===== src/design/gne_pkg.sv =====
// shared widths, codes and types of the grid neighbor index enumerator
`timescale 1ns / 1ps

package gne_pkg;

    localparam int IDX_W     = 30;                 // linear voxel index
    localparam int SIDE_W    = 11;                 // size register
    localparam int CODE_W    = 5;                  // offset code
    localparam int MAX_SIDE  = 1024;               // largest usable side
    localparam int CW        = $clog2(MAX_SIDE);   // one coordinate
    localparam int PLANE_W   = 2 * CW + 1;         // size_x * size_y
    localparam int TOTAL_W   = 3 * CW + 1;         // size_x * size_y * size_z
    localparam int CNT_W     = $clog2(CW);         // divider step count
    localparam int CFG_IDX_W = 2;
    localparam int SETTLE_W  = 2;
    localparam int QDEPTH    = 2;
    localparam int QA_W      = $clog2(QDEPTH);
    localparam int QC_W      = $clog2(QDEPTH + 1);

    localparam logic [CODE_W-1:0] LAST_CODE = CODE_W'(26);

    // register indexes
    localparam logic [CFG_IDX_W-1:0] REG_SIZE_X = 2'd0;
    localparam logic [CFG_IDX_W-1:0] REG_SIZE_Y = 2'd1;
    localparam logic [CFG_IDX_W-1:0] REG_SIZE_Z = 2'd2;

    // cycles after a size write until the derived values are good
    localparam logic [SETTLE_W-1:0] SETTLE_CYC = 2'd2;

    typedef struct packed {
        logic [SIDE_W-1:0]  sx;
        logic [SIDE_W-1:0]  sy;
        logic [SIDE_W-1:0]  sz;
        logic [PLANE_W-1:0] plane;
        logic [TOTAL_W-1:0] total;
        logic [IDX_W-1:0]   inc_z;      // step to the next dz
        logic [IDX_W-1:0]   inc_y;      // dz wraps, dy steps
        logic [IDX_W-1:0]   inc_x;      // dz and dy wrap, dx steps
        logic [IDX_W-1:0]   start_off;  // center to the (-1,-1,-1) corner
    } t_geom;

    typedef struct packed {
        logic x_lo;
        logic x_hi;
        logic y_lo;
        logic y_hi;
        logic z_lo;
        logic z_hi;
    } t_edges;

    typedef struct packed {
        logic             bad;
        logic [IDX_W-1:0] start;
        t_edges           edges;
    } t_job;

endpackage


===== src/design/gne_in_if.sv =====
// input channel: one center voxel index per word
`timescale 1ns / 1ps

interface gne_in_if
    import gne_pkg::*;
();
    logic             valid;
    logic             ready;
    logic [IDX_W-1:0] voxel_index;

    modport source (output valid, output voxel_index, input ready);
    modport sink (input valid, input voxel_index, output ready);
endinterface


===== src/design/gne_out_if.sv =====
// output channel: one neighbor result per word
`timescale 1ns / 1ps

interface gne_out_if
    import gne_pkg::*;
();
    logic              valid;
    logic              ready;
    logic [IDX_W-1:0]  neighbor_index;
    logic [CODE_W-1:0] offset_code;
    logic              last_of_run;
    logic              bad_index;

    modport source (output valid, output neighbor_index, output offset_code,
                    output last_of_run, output bad_index, input ready);
    modport sink (input valid, input neighbor_index, input offset_code,
                  input last_of_run, input bad_index, output ready);
endinterface


===== src/design/gne_cfg.sv =====
// size registers and the grid constants derived from them
`timescale 1ns / 1ps

module gne_cfg
    import gne_pkg::*;
(
    input  logic                 i_clk,
    input  logic                 i_rst_n,
    input  logic                 i_cfg_we,
    input  logic [CFG_IDX_W-1:0] i_cfg_idx,
    input  logic [SIDE_W-1:0]    i_cfg_data,
    output t_geom                o_geom,
    output logic                 o_busy
);

    logic [SIDE_W-1:0]   r_sx;
    logic [SIDE_W-1:0]   r_sy;
    logic [SIDE_W-1:0]   r_sz;
    logic [SETTLE_W-1:0] r_settle;
    logic [PLANE_W-1:0]  r_plane;
    logic [TOTAL_W-1:0]  r_total;
    logic [IDX_W-1:0]    r_inc_z;
    logic [IDX_W-1:0]    r_inc_y;
    logic [IDX_W-1:0]    r_inc_x;
    logic [IDX_W-1:0]    r_start_off;
    logic [SIDE_W-1:0]   side;
    logic [IDX_W-1:0]    plane_w;
    logic [IDX_W-1:0]    nx_w;

    // clamp to the largest side
    assign side = (i_cfg_data > SIDE_W'(MAX_SIDE)) ? SIDE_W'(MAX_SIDE) : i_cfg_data;

    always_ff @(posedge i_clk) begin
        if (!i_rst_n) begin
            r_sx     <= SIDE_W'(1);
            r_sy     <= SIDE_W'(1);
            r_sz     <= SIDE_W'(1);
            r_settle <= SETTLE_CYC;
        end else begin
            if (i_cfg_we) begin
                r_settle <= SETTLE_CYC;
                case (i_cfg_idx)
                    REG_SIZE_X: r_sx <= side;
                    REG_SIZE_Y: r_sy <= side;
                    REG_SIZE_Z: r_sz <= side;
                    default: ;
                endcase
            end else if (r_settle != '0) begin
                r_settle <= r_settle - SETTLE_W'(1);
            end
        end
    end

    assign plane_w = IDX_W'(r_plane);
    assign nx_w    = IDX_W'(r_sx);

    // two register levels: plane first, then everything built on it
    always_ff @(posedge i_clk) begin
        r_plane     <= PLANE_W'(r_sx) * PLANE_W'(r_sy);
        r_total     <= TOTAL_W'(r_plane) * TOTAL_W'(r_sz);
        r_inc_z     <= plane_w;
        r_inc_y     <= nx_w - (plane_w << 1);
        r_inc_x     <= IDX_W'(1) - (nx_w << 1) - (plane_w << 1);
        r_start_off <= '0 - IDX_W'(1) - nx_w - plane_w;
    end

    assign o_busy          = (r_settle != '0);
    assign o_geom.sx        = r_sx;
    assign o_geom.sy        = r_sy;
    assign o_geom.sz        = r_sz;
    assign o_geom.plane     = r_plane;
    assign o_geom.total     = r_total;
    assign o_geom.inc_z     = r_inc_z;
    assign o_geom.inc_y     = r_inc_y;
    assign o_geom.inc_x     = r_inc_x;
    assign o_geom.start_off = r_start_off;

endmodule


===== src/design/gne_front.sv =====
// front end: takes a word, checks range, splits the index into x, y, z
`timescale 1ns / 1ps

module gne_front
    import gne_pkg::*;
(
    input  logic  i_clk,
    input  logic  i_rst_n,
    input  t_geom i_geom,
    input  logic  i_cfg_busy,
    gne_in_if.sink i_vox,
    output logic  o_push,
    output t_job  o_job,
    input  logic  i_full
);

    localparam logic [1:0] S_IDLE = 2'd0;
    localparam logic [1:0] S_DIVZ = 2'd1;
    localparam logic [1:0] S_DIVY = 2'd2;
    localparam logic [1:0] S_PUSH = 2'd3;

    logic [1:0]         r_state;
    logic [1:0]         n_state;
    logic [CNT_W-1:0]   r_cnt;
    logic [CNT_W-1:0]   n_cnt;
    logic [IDX_W-1:0]   r_rem;
    logic [IDX_W-1:0]   n_rem;
    logic [TOTAL_W-1:0] r_dv;
    logic [TOTAL_W-1:0] n_dv;
    logic [CW-1:0]      r_q;
    logic [CW-1:0]      n_q;
    logic [CW-1:0]      r_zq;
    logic [CW-1:0]      n_zq;
    logic               r_bad;
    logic               n_bad;
    logic [IDX_W-1:0]   r_start;
    logic [IDX_W-1:0]   n_start;
    logic               accept;
    logic               ge;
    logic [CW-1:0]      q_next;
    logic [CW-1:0]      cx;

    assign i_vox.ready = (r_state == S_IDLE) && !i_cfg_busy;
    assign accept      = i_vox.valid && i_vox.ready;

    // one restoring division step per cycle
    assign ge     = ({1'b0, r_rem} >= r_dv);
    assign q_next = {r_q[CW-2:0], ge};

    always_comb begin
        n_state = r_state;
        n_cnt   = r_cnt;
        n_rem   = r_rem;
        n_dv    = r_dv;
        n_q     = r_q;
        n_zq    = r_zq;
        n_bad   = r_bad;
        n_start = r_start;
        case (r_state)
            S_IDLE: begin
                if (accept) begin
                    n_rem   = i_vox.voxel_index;
                    n_dv    = TOTAL_W'(i_geom.plane) << (CW - 1);
                    n_bad   = ({1'b0, i_vox.voxel_index} >= i_geom.total);
                    n_start = i_vox.voxel_index + i_geom.start_off;
                    n_cnt   = '0;
                    n_state = n_bad ? S_PUSH : S_DIVZ;
                end
            end
            S_DIVZ, S_DIVY: begin
                if (ge) begin
                    n_rem = r_rem - r_dv[IDX_W-1:0];
                end
                n_q   = q_next;
                n_dv  = r_dv >> 1;
                n_cnt = r_cnt + CNT_W'(1);
                if (r_cnt == CNT_W'(CW - 1)) begin
                    n_cnt = '0;
                    if (r_state == S_DIVZ) begin
                        n_zq    = q_next;
                        n_dv    = TOTAL_W'(i_geom.sx) << (CW - 1);
                        n_state = S_DIVY;
                    end else begin
                        n_state = S_PUSH;
                    end
                end
            end
            S_PUSH: begin
                if (!i_full) begin
                    n_state = S_IDLE;
                end
            end
            default: n_state = S_IDLE;
        endcase
    end

    always_ff @(posedge i_clk) begin
        if (!i_rst_n) begin
            r_state <= S_IDLE;
            r_cnt   <= '0;
        end else begin
            r_state <= n_state;
            r_cnt   <= n_cnt;
        end
    end

    always_ff @(posedge i_clk) begin
        r_rem   <= n_rem;
        r_dv    <= n_dv;
        r_q     <= n_q;
        r_zq    <= n_zq;
        r_bad   <= n_bad;
        r_start <= n_start;
    end

    // x is what remains after the y division
    assign cx = r_rem[CW-1:0];

    assign o_push         = (r_state == S_PUSH) && !i_full;
    assign o_job.bad      = r_bad;
    assign o_job.start    = r_start;
    assign o_job.edges.x_lo = (cx != '0);
    assign o_job.edges.x_hi = ((SIDE_W'(cx) + SIDE_W'(1)) < i_geom.sx);
    assign o_job.edges.y_lo = (r_q != '0);
    assign o_job.edges.y_hi = ((SIDE_W'(r_q) + SIDE_W'(1)) < i_geom.sy);
    assign o_job.edges.z_lo = (r_zq != '0);
    assign o_job.edges.z_hi = ((SIDE_W'(r_zq) + SIDE_W'(1)) < i_geom.sz);

endmodule


===== src/design/gne_queue.sv =====
// short job queue between front and back
`timescale 1ns / 1ps

module gne_queue
    import gne_pkg::*;
(
    input  logic i_clk,
    input  logic i_rst_n,
    input  logic i_push,
    input  t_job i_job,
    output logic o_full,
    output logic o_valid,
    output t_job o_job,
    input  logic i_pop
);

    t_job            r_mem [QDEPTH];
    logic [QA_W-1:0] r_wp;
    logic [QA_W-1:0] r_rp;
    logic [QC_W-1:0] r_cnt;

    assign o_full  = (r_cnt == QC_W'(QDEPTH));
    assign o_valid = (r_cnt != '0);
    assign o_job   = r_mem[r_rp];

    always_ff @(posedge i_clk) begin
        if (!i_rst_n) begin
            r_wp  <= '0;
            r_rp  <= '0;
            r_cnt <= '0;
        end else begin
            if (i_push) begin
                r_wp <= (r_wp == QA_W'(QDEPTH - 1)) ? '0 : r_wp + QA_W'(1);
            end
            if (i_pop) begin
                r_rp <= (r_rp == QA_W'(QDEPTH - 1)) ? '0 : r_rp + QA_W'(1);
            end
            if (i_push && !i_pop) begin
                r_cnt <= r_cnt + QC_W'(1);
            end else if (i_pop && !i_push) begin
                r_cnt <= r_cnt - QC_W'(1);
            end
        end
    end

    always_ff @(posedge i_clk) begin
        if (i_push) begin
            r_mem[r_wp] <= i_job;
        end
    end

endmodule


===== src/design/gne_back.sv =====
// back end: walks the 27 offsets in order up to the last in-grid one and drives the output register
`timescale 1ns / 1ps

module gne_back
    import gne_pkg::*;
(
    input  logic  i_clk,
    input  logic  i_rst_n,
    input  t_geom i_geom,
    input  logic  i_valid,
    input  t_job  i_job,
    output logic  o_pop,
    gne_out_if.source o_nbr
);

    localparam logic [1:0] OFF_NEG = 2'd0;
    localparam logic [1:0] OFF_MID = 2'd1;
    localparam logic [1:0] OFF_POS = 2'd2;

    logic              r_busy;
    logic              r_bad;
    t_edges            r_edges;
    logic [IDX_W-1:0]  r_lin;
    logic [CODE_W-1:0] r_code;
    logic [1:0]        r_dx;
    logic [1:0]        r_dy;
    logic [1:0]        r_dz;
    logic              r_ov;
    logic [IDX_W-1:0]  r_o_idx;
    logic [CODE_W-1:0] r_o_code;
    logic              r_o_last;
    logic              r_o_bad;
    logic              step_ok;
    logic              at_last;
    logic              can_load;
    logic              advance;
    logic              finish;
    logic [IDX_W-1:0]  inc;

    function automatic logic axis_ok(input logic [1:0] d, input logic lo, input logic hi);
        logic ok;
        case (d)
            OFF_NEG: ok = lo;
            OFF_POS: ok = hi;
            default: ok = 1'b1;
        endcase
        return ok;
    endfunction

    function automatic logic [1:0] axis_max(input logic hi);
        return hi ? OFF_POS : OFF_MID;
    endfunction

    assign step_ok = axis_ok(r_dx, r_edges.x_lo, r_edges.x_hi)
                  && axis_ok(r_dy, r_edges.y_lo, r_edges.y_hi)
                  && axis_ok(r_dz, r_edges.z_lo, r_edges.z_hi);

    // the last in-grid offset ends the run
    assign at_last = (r_dx == axis_max(r_edges.x_hi))
                  && (r_dy == axis_max(r_edges.y_hi))
                  && (r_dz == axis_max(r_edges.z_hi));

    assign can_load = !r_ov || o_nbr.ready;
    assign advance  = r_busy && can_load;
    assign finish   = advance && (r_bad || at_last);
    assign o_pop    = i_valid && (!r_busy || finish);

    assign inc = (r_dz != OFF_POS) ? i_geom.inc_z :
                 (r_dy != OFF_POS) ? i_geom.inc_y : i_geom.inc_x;

    always_ff @(posedge i_clk) begin
        if (!i_rst_n) begin
            r_busy <= 1'b0;
            r_ov   <= 1'b0;
        end else begin
            if (advance && (r_bad || step_ok)) begin
                r_ov <= 1'b1;
            end else if (o_nbr.ready) begin
                r_ov <= 1'b0;
            end
            if (o_pop) begin
                r_busy <= 1'b1;
            end else if (finish) begin
                r_busy <= 1'b0;
            end
        end
    end

    always_ff @(posedge i_clk) begin
        if (o_pop) begin
            r_bad   <= i_job.bad;
            r_edges <= i_job.edges;
            r_lin   <= i_job.start;
            r_code  <= '0;
            r_dx    <= OFF_NEG;
            r_dy    <= OFF_NEG;
            r_dz    <= OFF_NEG;
        end else if (advance && !r_bad) begin
            r_lin  <= r_lin + inc;
            r_code <= r_code + CODE_W'(1);
            if (r_dz != OFF_POS) begin
                r_dz <= r_dz + 2'd1;
            end else begin
                r_dz <= OFF_NEG;
                if (r_dy != OFF_POS) begin
                    r_dy <= r_dy + 2'd1;
                end else begin
                    r_dy <= OFF_NEG;
                    r_dx <= r_dx + 2'd1;
                end
            end
        end
    end

    always_ff @(posedge i_clk) begin
        if (advance) begin
            if (r_bad) begin
                r_o_idx  <= '0;
                r_o_code <= '0;
                r_o_last <= 1'b1;
                r_o_bad  <= 1'b1;
            end else if (step_ok) begin
                r_o_idx  <= r_lin;
                r_o_code <= r_code;
                r_o_last <= at_last;
                r_o_bad  <= 1'b0;
            end
        end
    end

    assign o_nbr.valid          = r_ov;
    assign o_nbr.neighbor_index = r_o_idx;
    assign o_nbr.offset_code    = r_o_code;
    assign o_nbr.last_of_run    = r_o_last;
    assign o_nbr.bad_index      = r_o_bad;

endmodule


===== src/design/grid_neighbor_index_enumerator.sv =====
// top level of the grid neighbor index enumerator
`timescale 1ns / 1ps

// Takes a linear voxel index into a size_x by size_y by size_z grid (x fastest,
// then y, then z) and returns the linear index of every in-grid voxel of its
// 3x3x3 neighborhood, center included, in the order dx outer, dy middle, dz
// inner, each going -1, 0, +1. Each result word carries the offset code
// (dx+1)*9 + (dy+1)*3 + (dz+1); the final word of a run has last_of_run set.
// An index at or beyond size_x*size_y*size_z gives a single word with
// bad_index and last_of_run set and zero index and code. Sizes above 1024 are
// taken as 1024 and a size of zero makes every index bad; the largest grid,
// of 2^30 voxels, still fits the 30-bit index.
// The front end checks the range of a word, then runs a restoring divider
// giving one bit of z and then one bit of y per cycle; a bad index skips the
// divider. The back end visits one offset code per cycle while the output is
// not stalled, emitting the in-grid ones, and stops at the last in-grid
// neighbor; a bad index gives its single word. A two-entry queue lets the
// front divide the next word while the back is still enumerating, so the
// sustained rate for in-grid words is that of the slower of the two ends. An
// output register parts the result channel from the enumerator. After reset
// and after every size write the input stays not ready while the plane and
// volume products are rebuilt.

module grid_neighbor_index_enumerator
    import gne_pkg::*;
(
    input  logic                 i_clk,
    input  logic                 i_rst_n,
    // size registers: size_x, size_y, size_z
    input  logic                 i_cfg_we,
    input  logic [CFG_IDX_W-1:0] i_cfg_idx,
    input  logic [SIDE_W-1:0]    i_cfg_data,
    // center voxel words in, neighbor words out
    gne_in_if.sink               i_vox,
    gne_out_if.source            o_nbr
);

    t_geom geom;
    logic  cfg_busy;
    logic  push;
    t_job  push_job;
    logic  q_full;
    logic  q_valid;
    t_job  q_job;
    logic  pop;

    // size registers plus plane, volume and walk increments
    gne_cfg u_cfg (
        .i_clk      (i_clk),
        .i_rst_n    (i_rst_n),
        .i_cfg_we   (i_cfg_we),
        .i_cfg_idx  (i_cfg_idx),
        .i_cfg_data (i_cfg_data),
        .o_geom     (geom),
        .o_busy     (cfg_busy)
    );

    // range check and coordinate split
    gne_front u_front (
        .i_clk      (i_clk),
        .i_rst_n    (i_rst_n),
        .i_geom     (geom),
        .i_cfg_busy (cfg_busy),
        .i_vox      (i_vox),
        .o_push     (push),
        .o_job      (push_job),
        .i_full     (q_full)
    );

    // jobs: bad flag, start index of the corner neighbor and the low and high edge flags of x, y and z
    gne_queue u_queue (
        .i_clk   (i_clk),
        .i_rst_n (i_rst_n),
        .i_push  (push),
        .i_job   (push_job),
        .o_full  (q_full),
        .o_valid (q_valid),
        .o_job   (q_job),
        .i_pop   (pop)
    );

    // offset walk, one add per step, and the output register
    gne_back u_back (
        .i_clk   (i_clk),
        .i_rst_n (i_rst_n),
        .i_geom  (geom),
        .i_valid (q_valid),
        .i_job   (q_job),
        .o_pop   (pop),
        .o_nbr   (o_nbr)
    );

endmodule


===== src/flat_wrapper.sv =====
// flat-port wrapper written by rule: the top's interface ports become plain ports
module grid_neighbor_index_enumerator_flat import gne_pkg::*;
  (i_clk, i_rst_n, i_cfg_we, i_cfg_idx, i_cfg_data, i_vox_valid, i_vox_voxel_index, i_vox_ready, o_nbr_valid, o_nbr_neighbor_index, o_nbr_offset_code, o_nbr_last_of_run, o_nbr_bad_index, o_nbr_ready);
  gne_in_if i_vox_i ();
  gne_out_if o_nbr_i ();
  input  logic i_clk;
  input  logic i_rst_n;
  input  logic i_cfg_we;
  input  logic [CFG_IDX_W-1:0] i_cfg_idx;
  input  logic [SIDE_W-1:0] i_cfg_data;
  input wire logic [$bits(i_vox_i.valid)-1:0] i_vox_valid;
  input wire logic [$bits(i_vox_i.voxel_index)-1:0] i_vox_voxel_index;
  output wire logic [$bits(i_vox_i.ready)-1:0] i_vox_ready;
  output wire logic [$bits(o_nbr_i.valid)-1:0] o_nbr_valid;
  output wire logic [$bits(o_nbr_i.neighbor_index)-1:0] o_nbr_neighbor_index;
  output wire logic [$bits(o_nbr_i.offset_code)-1:0] o_nbr_offset_code;
  output wire logic [$bits(o_nbr_i.last_of_run)-1:0] o_nbr_last_of_run;
  output wire logic [$bits(o_nbr_i.bad_index)-1:0] o_nbr_bad_index;
  input wire logic [$bits(o_nbr_i.ready)-1:0] o_nbr_ready;
  assign i_vox_i.valid = i_vox_valid;
  assign i_vox_i.voxel_index = i_vox_voxel_index;
  assign i_vox_ready = i_vox_i.ready;
  assign o_nbr_valid = o_nbr_i.valid;
  assign o_nbr_neighbor_index = o_nbr_i.neighbor_index;
  assign o_nbr_offset_code = o_nbr_i.offset_code;
  assign o_nbr_last_of_run = o_nbr_i.last_of_run;
  assign o_nbr_bad_index = o_nbr_i.bad_index;
  assign o_nbr_i.ready = o_nbr_ready;
  grid_neighbor_index_enumerator u_core (.i_clk(i_clk), .i_rst_n(i_rst_n), .i_cfg_we(i_cfg_we), .i_cfg_idx(i_cfg_idx), .i_cfg_data(i_cfg_data), .i_vox(i_vox_i), .o_nbr(o_nbr_i));
endmodule

===== config.mk =====
export PLATFORM = sky130hd
export DESIGN_NAME = grid_neighbor_index_enumerator_flat
export DESIGN_NICKNAME = d
export VERILOG_FILES = /design/src/design/gne_pkg.sv /design/src/design/gne_in_if.sv /design/src/design/gne_out_if.sv /design/src/design/gne_cfg.sv /design/src/design/gne_front.sv /design/src/design/gne_queue.sv /design/src/design/gne_back.sv /design/src/design/grid_neighbor_index_enumerator.sv /design/src/flat_wrapper.sv
export SDC_FILE = /design/constraint.sdc
export NUM_CORES = 2
export LEC_CHECK = 0
export BUFFER_PORTS_ARGS = -buffer_cell sky130_fd_sc_hd__buf_2
export CAP_MARGIN = 5
export CORE_AREA = 5 5 277 279
export DETAILED_ROUTE_END_ITERATION = 7
export DIE_AREA = 0 0 282 284
export MAX_ROUTING_LAYER = met4
export PLACE_DENSITY = 0.67
export SLEW_MARGIN = 10
export SYNTH_ARGS = -nofsm -noshare
export SYNTH_HDL_FRONTEND = slang
export SYNTH_HIERARCHICAL = 1
export SYNTH_SLANG_ARGS = --single-unit

===== constraint.sdc =====
create_clock -name i_clk -period 5 [get_ports i_clk]
set_input_delay 1 -clock i_clk [delete_from_list [all_inputs] [get_ports i_clk]]
set_output_delay 1 -clock i_clk [all_outputs]
set_load 0.005 [all_outputs]

==> out/qor.yml <==
status: "finished, final reports clean"
netlist_area_um2: 36600
power_uw: 13800
path_class: "flip-flop to flip-flop"
rsz0062_at_grt: "true"
min_period_ns: 4.99
die_w_um: 282
vias: 27544
core-area_um2: 73900
first_iter_violations: 1661
grt_pass1_wl_mm: 151
cp_common_cell: "fa_1"
crit_path_cell_trace: "and2_4, fa_1, inv_2, fa_1, inv_2, fa_2, fa_1, inv_1, fa_1, inv_2, ha_4, nand4_1, o311ai_4, a211oi_2, o31ai_2, buf_4, a221oi_2, xnor2_1"
dr.pass1.iters: 7
synthAdderAreaFrac_pct: 25.3
setup_ws_ns: 0.00772
max-clock-path-buffers: 3
routabilityCongestion: 0.938
routed_wl_mm: 96.0
setup_violations: 0
ys_ff_latch: 459
tightest_slew_ns: 1.21
die_h_um: 284
postSynthCellCount: 3805
synth_flop_cell: "edfxtp_1"
drc: 0
required_ns: 5.48
grt_overflow_total: 0
synth_cell_types: 104
postRouteAntennaNets: 0
pwr_density_cell_nw_per_um2: 327
crit_fanout: 7
drv_slew: 0
die_area_um2: 80100
start_kind: "flip-flop"
cts_hold_buf: 0
dpl_worst_slack_ns: -0.406
drv_cap: 0
grt_pass1_vias: 28076
yosysSeqAreaShare_pct: 32.2
ys_async_sr_fraction_pct: 0
synth_top_family_by_area: "adder cells"
ctsRootBufferMaster: "clkbuf_16"
placed_cell_area_um2: 39200
path_clk_slew_ns: 0.06
hold_viol: 0
insertion_delay_ns: 0.62
cts_buffers: 50
synth_compound_area_share_pct: 13.0
max_freq_ghz: 0.200
core.rowCount: 100
cts_tree: "yes"
cp_slowest_cell: "fa_1"
track_usage_pct: 24.3
utilization_pct: 57.1
synthMuxAreaShare_pct: 2.79
io_buffers: 86
irDropWorstVdd_mv: 0.286
finalCritPeriodShare_pct: 99.8
ioPinCount: 87
final_layout_size_suffix_gt1_share_pct: 17.9
hp-class: "flip-flop to flip-flop"
synth_xor_xnor_area_share_pct: 4.98
fin_nets: 4669
worstPathArrival_ns: 5.47
synth_warnings: 6
synthToLayoutAreaGrowth_pct: 15.4
antenna_found_initial: 2
synth_edf_count: 259
power_leakage_uw: 0.0184
wl_per_cell_um: 19.0
skew_ns: 0.0283
synthSimpleGateAreaFrac_pct: 14.4
vias_per_cell: 5.46
grt_max_degree: 57
avgSynthCellArea_um2: 9.62
hpwl_mm: 74.7
htree_num_levels: 2
finalInstanceArea_um2: 42200
slew-limit-headroom_pct: 18.9
cp-end-kind: "flip-flop"
slowest_delay_ns: 0.56
start_util_pct: 49.5
clock_sinks: 459
## worst max-delay path: cells and delay by family, from the launching register on
kind	cells	cell delay, ns
fa+ha+maj	6	2.80
flops	1	0.37
xor+xnor	1	0.13
compound gates	4	0.84
simple gates	2	0.36
buf+inv	5	0.35
## per-stage QoR
step	setup TNS, ns	cells	hold WS, ns
floorplan	-0.0206	3821	0.350
global placement	-3.57	4911	0.424
detailed placement	-4.22	4911	0.430
CTS	-0.0101	5025	0.444
global route	-1.44	5043	0.457
finish	0	5044	0.441
## routing by layer
metal | track usage, % | up-vias | wire length [um]
met3 | 2.81 | 181 | 4220
met1 | 29.5 | 13523 | 39400
met2 | 41.9 | 628 | 48500
met5 | - | - | 0
li1 | - | 13212 | -
met4 | 8.68 | 0 | 3880
## placed cells by master (no fill, tap or decap), types with 19 or more instances in the layout
master / netlist / final
inv_1: 475 / 440
nand2_1: 446 / 424
ha_1: 334 / 310
edfxtp_1: 259 / 259
fa_1: 254 / 235
buf_4: 33 / 227
dfxtp_1: 200 / 160
and2_1: 167 / 159
a21oi_1: 169 / 152
xnor2_1: 142 / 142
nor2_1: 146 / 140
o21ai_0: 149 / 136
a21o_1: 93 / 93
buf_2: 9 / 86
nor2b_1: 72 / 70
nand3_1: 70 / 67
xor2_1: 66 / 66
mux2_2: 56 / 56
clkbuf_16: 0 / 52
a21boi_0: 46 / 46
o21a_1: 44 / 44
nor3_1: 46 / 42
mux2i_1: 39 / 39
inv_2: 0 / 34
nand4_1: 30 / 30
dfxtp_4: 0 / 27
nand2b_1: 28 / 26
ha_4: 0 / 22
a31oi_1: 23 / 21
nand2_2: 0 / 21
and3_1: 21 / 20
a211oi_1: 21 / 20
o211ai_1: 20 / 20
buf_6: 7 / 19
fa_2: 0 / 19
## synthesized netlist by cell type, drive strengths merged (5+ instances only)
cell type / instances / area [um^2]
mux2i: 39 / 390
buf: 54 / 390
o21a: 46 / 360
fa: 254 / 5080
dfxtp: 200 / 4000
and2: 168 / 1050
a41oi: 6 / 78.8
nand2b: 28 / 175
a21o: 93 / 698
a211oi: 24 / 195
nor2: 147 / 554
nor3: 47 / 240
nand3: 70 / 350
xor2: 66 / 578
nor4: 15 / 113
o21bai: 17 / 128
ha: 334 / 4180
o211ai: 21 / 163
a311oi: 6 / 58.8
inv: 475 / 1780
nand3b: 6 / 45.0
xnor2: 142 / 1240
a221o: 17 / 170
nor2b: 73 / 464
o31ai: 15 / 146
a21boi: 49 / 372
o311ai: 6 / 70.1
nor3b: 8 / 65.1
o21ai: 156 / 796
nand4b: 5 / 43.8
a31oi: 23 / 144
mux2: 56 / 631
a22o: 9 / 78.8
nand2: 446 / 1670
edfxtp: 259 / 7780
or3: 8 / 50.1
clkbuf: 134 / 503
and3: 22 / 139
a21oi: 172 / 880
nand4: 30 / 188
## repair_timing
action / in CTS / in global routing
pin swaps: 82 / 104
setup buffers: 19 / 19
gates resized for setup: 140 / 132
hold endpoints to repair: 0 / 0
setup endpoints to repair: 20 / 20
gates cloned: 2 / 0
## report_power, final
part	internal, uW	switching (uW)
registers	4880	363
logic	1920	2850
clock network	2220	1580
## cells by family after synthesis
group	count (synthesis)
XOR/XNOR	208
other	2
buffers and inverters	664
adder cells (fa/ha/maj)	588
AND/OR/NAND/NOR	1088
multiplexers	95
AO/OA/AOI/OAI	701
flip-flops	459
## final cells by class
class,count,area (um^2)
Fill cell,6395,31700
Multi-Input combinational cell,2698,23000
Sequential cell,459,11900
Timing Repair Buffer,348,2660
Inverter,476,1790
Clock buffer,64,1380
Tap cell,969,1210
Clock inverter,29,329
Antenna cell,1,2.50
## path summary, 6_finish.rpt
path	end	slack [ns]	cells after the start	start
max	u_core/u_cfg/r_total[29]$_DFF_P_	0.008	18	u_core/u_cfg/r_plane[3]$_DFF_P_
min	u_core/u_queue/r_mem[0][21]$_DFFE_PP_	0.44	0	u_core/u_front/r_start[15]$_DFFE_PP_
max reg2reg	u_core/u_cfg/r_total[29]$_DFF_P_	0.008	18	u_core/u_cfg/r_plane[3]$_DFF_P_
min reg2reg	u_core/u_queue/r_mem[0][21]$_DFFE_PP_	0.44	0	u_core/u_front/r_start[15]$_DFFE_PP_
## state kept, by name (all words and copies together), names as in the netlist, 11 cells and up, named ones only
name	count
u_core/u_cfg/r_inc_y	23
u_core/u_back/o_nbr.neighbor_index	30
u_core/u_front/r_dv	30
u_core/u_back/r_lin	30
u_core/u_cfg/r_sz	11
u_core/u_cfg/r_plane	21
u_core/u_front/r_rem	30
u_core/u_cfg/r_inc_z	21
u_core/u_cfg/r_sy	11
u_core/u_cfg/r_total	31
u_core/u_cfg/r_start_off	22
u_core/u_queue/r_mem	74
u_core/u_cfg/r_sx	11
u_core/u_cfg/r_inc_x	23
u_core/u_front/r_start	30
(Power assumes the default switching activity.)
